## config.mk

```make
export PLATFORM = sky130hd
export DESIGN_NAME = bmhq_cell
export DESIGN_NICKNAME = d
export VERILOG_FILES = /design/src/rtl/binary_min_heap_queue_top_defines.svh /design/src/rtl/bmhq_pkg.sv /design/src/rtl/bmhq_cell.sv
export SDC_FILE = /design/constraint.sdc
export NUM_CORES = 1
export LEC_CHECK = 0
export ABC_AREA = 0
export BUFFER_PORTS_ARGS = -buffer_cell sky130_fd_sc_hd__buf_2
export CAP_MARGIN = 15
export CORE_MARGIN = 3
export CORE_UTILIZATION = 45
export DETAILED_ROUTE_END_ITERATION = 16
export GPL_TIMING_DRIVEN = 0
export PLACE_DENSITY = 0.77
export SLEW_MARGIN = 0
export SYNTH_ARGS = -nofsm -noshare
export SYNTH_HDL_FRONTEND = slang
export SYNTH_SLANG_ARGS = --single-unit
```

## constraint.sdc

```tcl
create_clock -name clk -period 6.18 [get_ports clk]
set_clock_uncertainty 0.05 [all_clocks]
set_input_delay 1.236 -clock clk [delete_from_list [all_inputs] [get_ports clk]]
set_output_delay 1.236 -clock clk [all_outputs]
set_load 0.01 [all_outputs]
```

## src/rtl/binary_min_heap_queue_top_defines.svh

```systemverilog
// Assertion macros for the binary min-heap queue.
// Included by the top level; no other dependencies.
`ifndef BINARY_MIN_HEAP_QUEUE_TOP_DEFINES_SVH
`define BINARY_MIN_HEAP_QUEUE_TOP_DEFINES_SVH

`ifndef SYNTHESIS
`define BMHQ_ASSERT_SAME(label, clk, rst_n, ante, cons) \
    label: assert property (@(posedge clk) disable iff (!rst_n) (ante) |-> (cons)) \
        else $error("bmhq assertion failed");
`define BMHQ_ASSERT_NEXT(label, clk, rst_n, ante, cons) \
    label: assert property (@(posedge clk) disable iff (!rst_n) (ante) |=> (cons)) \
        else $error("bmhq assertion failed");
`else
`define BMHQ_ASSERT_SAME(label, clk, rst_n, ante, cons)
`define BMHQ_ASSERT_NEXT(label, clk, rst_n, ante, cons)
`endif

`endif

```

## src/rtl/bmhq_pkg.sv

```systemverilog
// Shared types and constants for the binary min-heap queue.
// No dependencies.
`timescale 1ns / 1ps
`default_nettype none

package bmhq_pkg;

    localparam int VALUE_W  = 32;
    localparam int COUNT_W  = 9;
    localparam int STATUS_W = 2;

    typedef enum logic
    {
        CMD_INSERT = 1'b0,
        CMD_REMOVE = 1'b1
    } cmd_t;

    typedef enum logic [STATUS_W-1:0]
    {
        ST_OK    = 2'd0,
        ST_FULL  = 2'd1,
        ST_EMPTY = 2'd2
    } status_t;

    // Operation broadcast to every cell of the row.
    typedef struct packed
    {
        logic                      ins;
        logic                      rem;
        logic signed [VALUE_W-1:0] value;
    } cell_ctl_t;

endpackage

`default_nettype wire

```

## src/rtl/bmhq_cell.sv

```systemverilog
// One cell of the sorted row: holds one element and trades it with its neighbors.
// Depends on bmhq_pkg.
`timescale 1ns / 1ps
`default_nettype none

module bmhq_cell
(
    input  wire logic                               clk,
    input  wire bmhq_pkg::cell_ctl_t                ctl,
    input  wire logic                               occupied,
    input  wire logic signed [bmhq_pkg::VALUE_W-1:0] prev_data,
    input  wire logic                               prev_place,
    input  wire logic signed [bmhq_pkg::VALUE_W-1:0] next_data,
    output logic signed [bmhq_pkg::VALUE_W-1:0]      data,
    output logic                                    place
);

    logic signed [bmhq_pkg::VALUE_W-1:0] data_reg;
    logic signed [bmhq_pkg::VALUE_W-1:0] data_next;

    // New value lands here or earlier: row stays ascending.
    assign place = !occupied || (ctl.value < data_reg);

    always_comb
    begin
        data_next = data_reg;
        if (ctl.ins)
        begin
            if (place)
            begin
                // first placing cell takes the new value, later ones shift up
                data_next = prev_place ? prev_data : ctl.value;
            end
        end
        else if (ctl.rem)
        begin
            data_next = next_data;
        end
    end

    always_ff @(posedge clk)
    begin
        data_reg <= data_next;
    end

    assign data = data_reg;

endmodule

`default_nettype wire

```

; ---- Word-level counts from Yosys, hierarchy flattened
; Cells that the tools add are included.
; Widths: inputs -> output; s select.
[classes]
div_mod_pow = 0
reduce_logical = 4
n_bitwise = 0
shift = 0
eq_ne = 1
n_lt_le_gt_ge = 1
n_addsub = 0
mul = 0
n_mux = 4
[op_table]
columns = op, count
row1 = $mux 32, 4
row2 = $lt 32x32->1, 1
row3 = $ne 2x1->1 const B, 1
row4 = $reduce_and 2->1, 1
row5 = $reduce_bool 2->1, 1
row6 = $logic_not 1->1, 1
row7 = $logic_or 1x1->1, 1
[totals]
word_cells = 11
latchBits = 0
n_memories = 0
ramBits = 0
romBits = 0
reg_bits = 32

; ---- Depth between registers and ports, before layout
[depth]
ltp_word = 4
ltp_mapped = 8

; ---- Worst setup path before layout
; Ideal clock, no wire load.
[synth_timing]
path_type = input to register
from = input port ctl[2] (netlist bit)
to = register data_reg (netlist bit data[0]), enable pin
slack_ps = 830
path_stages = 7
arrival_ps = 4830
setup_time_ps = 470
cell_sequence = ha_1 > a211o_1 > a31oi_1 > o311a_1 > o41ai_2 > and4_2 > a211oi_1
[synth_via]
elab_chain_len = 4
[synth_rtl]
columns = element, line
row1 = start: declaration, bmhq_cell.sv:9  ; input wire bmhq_pkg::cell_ctl_t ctl,
row2 = $lt 32x32->1, bmhq_cell.sv:22  ; assign place = !occupied || (ctl.value < data_reg);
row3 = $logic_or 1x1->1, bmhq_cell.sv:22
row4 = $ne 2x1->1 (no source line), --
row5 = $reduce_and 2->1 (no source line), --
row6 = end signal: assignment, bmhq_cell.sv:43  ; data_reg <= data_next;
row7 = end: declaration, bmhq_cell.sv:18  ; logic signed [bmhq_pkg::VALUE_W-1:0] data_reg;
; Every way passes these cells.
; A chain may end at the register's enable or synchronous reset.

; ---- Final worst setup path
[layout_timing]
from = input port ctl[2] (netlist bit)
to = output port place
[layout_via]
elab_chain_len = 2
[layout_rtl]
columns = element, line
row1 = $lt 32x32->1, bmhq_cell.sv:22
row2 = $logic_or 1x1->1, bmhq_cell.sv:22
row3 = end: declaration, bmhq_cell.sv:15  ; output logic place
; Every way passes these cells.

==> results.sh <==
export IMPL_status="finished, final reports clean"
export IMPL_wl_per_cell_um=13.8
export IMPL_utilization=0.642
export IMPL_stdcell_count=471
export IMPL_io_buffers=132
export IMPL_cellPowerDensity_nw_per_um2=199
export IMPL_slew_headroom=0.384
export IMPL_largest_reg_flops=32
export IMPL_min_path_type="flip-flop to flip-flop"
export IMPL_setup_tns_ns=0
export IMPL_core_um2=5170
export IMPL_placed_cell_area_um2=3240
export IMPL_finalSetupViolCount=0
export IMPL_netlist_area_um2=2450
export IMPL_post_synth_cell_area_avg_um2=9.43
export IMPL_cts_root_buf="clkbuf_8"
export IMPL_grt_pass1_vias=2292
export IMPL_hold_violations=0
export IMPL_worst_setup_path_type="primary input to output port"
export IMPL_yosys_area_top_type="edfxtp_1"
export IMPL_antenna_found_initial=0
export IMPL_sequentialPowerShare=0.434
export IMPL_syn_inst=260
export IMPL_switching_power_w=0.000209
export IMPL_grt_overflow=0
export IMPL_syn_num_nets=392
export IMPL_multi_input_area_um2=1340
export IMPL_die_w_um=79.8
export IMPL_clk_path_buf_depth=2
export IMPL_cts_sinks=32
export IMPL_grt_usage=0.202
export IMPL_std_cell_rows=26
export IMPL_nNetsFinal=532
export IMPL_p_int_w=0.000451
export IMPL_wl_mm=6.50
export IMPL_startpoint_type="primary input"
export IMPL_drtPass1Iterations=4
export IMPL_most_common_layout_cells="buf_2 (135), a21oi_1 (45), nor2_1 (35)"
export IMPL_postRouteAntennaNets=0
export IMPL_cp_end_kind="output port"
export IMPL_ir_worst_vdd_mv=0.142
export IMPL_drt_iter0_drc=89
export IMPL_switching_share=0.316
export IMPL_crit_required_ns=4.89
export IMPL_area_delta_synth_final_pct=35.5
export IMPL_cts_resized=0
export IMPL_pwr_share_clk=0.233
export IMPL_hold_buffers=0
export IMPL_tightest_slew_ns=0.921
export IMPL_seq_area_frac_synth=0.392
export IMPL_min_period_ns=4.43
export IMPL_fin_crit_sh=0.716
export IMPL_p_leak_nw=1.76
export IMPL_ys_ff_latch=32
export IMPL_cap_violations=0
export IMPL_post_cts_setup_buffers=0
export IMPL_drive_above_1_share=0.364
export IMPL_comb_power_share=0.334
export IMPL_dp_cells=463
export IMPL_cp_max_fo=2
export IMPL_place_congestion=0.761
export IMPL_cts_buffers=5
export IMPL_ys_top_cells_by_area="edfxtp_1 (39%), ha_1 (16%), mux2i_1 (13%)"
export IMPL_antenna_cells=0
export IMPL_final_common_cell="buf_2"
export IMPL_grt_pass1_wl_mm=10.1
export IMPL_dr_total_vias=2338
export IMPL_clk_latency_ns=0.28
export IMPL_design_die_area_um2=6370
export IMPL_viasPerCell=4.96
export IMPL_io_pins=134
export IMPL_grt_max_degree=19
export IMPL_yosysTopAreaCellShare=0.392
export IMPL_cts_tree="yes"
export IMPL_nFillCells=448
export IMPL_drv_slew=0
export IMPL_critPathArrivalTime_ns=3.14
export IMPL_initial_core_util=0.474
export IMPL_fmax_ghz=0.226
export IMPL_ys_warn_count=0
export IMPL_place_hpwl_mm=5.35
export IMPL_ys_types=26
export IMPL_layout_area_seq_um2=961
export IMPL_cts_clk_slew_worst_paths_ns=0.07
export IMPL_final_area_um2=3320
export IMPL_remaining_drc_errors=0
export IMPL_die_y_um=79.8
export IMPL_grt_setup_unrepaired="no"
export IMPL_htreeDepth=2
[worst max-delay path, cell delays in order]
cell and delay [ns]:
buf_2 0.11, ha_1 0.30, a211o_1 0.29, a31oi_1 0.18, o311a_1 0.21, o41ai_2 0.09, a31oi_1 0.22, mux2_1 0.35
buf_2 0.15
[area by class of cell]
type | count | area share
multi-input cells | 185 | 0.403
flip-flops and latches | 32 | 0.289
repair buffers | 133 | 0.207
inverters | 32 | 0.0362
well taps | 70 | 0.0264
clock buffers | 5 | 0.0207
plain buffers | 11 | 0.0136
clock inverters | 3 | 0.00414
[routing by layer]
layer / routed length [um] / part of all wire / global-route usage
met1: 2780 / 0.43 / 0.249
met2: 3160 / 0.49 / 0.352
met3: 460 / 0.071 / 0.0440
met4: 93 / 0.014 / 0.0574
met5: 0 / 0 / 0
[synthesized netlist by cell type (all sizes together)]
library cell,count
a21o,1
buf,3
nand4,5
and3b,1
a211o,1
inv,32
o41ai,1
nand2b,3
and3,2
o21ai,5
mux2,1
nor3,2
a21oi,45
a211oi,1
ha,31
a221oi,1
nand3,3
o311a,1
and4,1
mux2i,32
edfxtp,32
nor2,35
a31oi,2
nand2,10
clkbuf,8
o2bb2ai,1
[power groups by stage]
stage / Clock, W / Combinational [W] / Sequential [W]
global route: 0.000168 / 0.000249 / 0.000289
finish: 0.000153 / 0.000220 / 0.000286
global placement: 0 / 0.000207 / 0.000292
CTS: 0.000156 / 0.000223 / 0.000286
floorplan: 0 / 0.000110 / 0.000305
detailed placement: 0 / 0.000222 / 0.000290
[through the flow]
step / hold slack [ns] / worst slack (ns) / power [W]
after floorplan: 1.41 / 0.830 / 0.000415
after global placement: 1.50 / -0.611 / 0.000500
after detailed placement: 1.18 / 1.75 / 0.000512
after CTS: 1.21 / 1.75 / 0.000665
after global routing: 1.23 / 1.66 / 0.000706
final: 1.20 / 1.75 / 0.000659
[worst paths after layout]
path                           start                  to  slack [ns]  cells past startpoint
setup reg to reg   data[2]$_DFFE_PP_  data[27]$_DFFE_PP_        3.13                      9
hold reg to reg   data[31]$_DFFE_PP_  data[10]$_DFFE_PP_        1.20                      6
hold / removal    data[31]$_DFFE_PP_  data[10]$_DFFE_PP_        1.20                      6
setup / recovery              ctl[2]               place        1.75                      9
[logic make-up (layout without fill, tap and decap cells)]
logic type	after synthesis	in the layout	synth area share
AND/OR/NAND/NOR	62	62	0.112
AO/OA/AOI/OAI	59	59	0.135
buffers and inverters	43	184	0.0674
multiplexers	33	33	0.135
flip-flops	32	32	0.392
adder cells (fa/ha/maj)	31	31	0.158
Note: power is estimated with default switching activity, not from simulation.
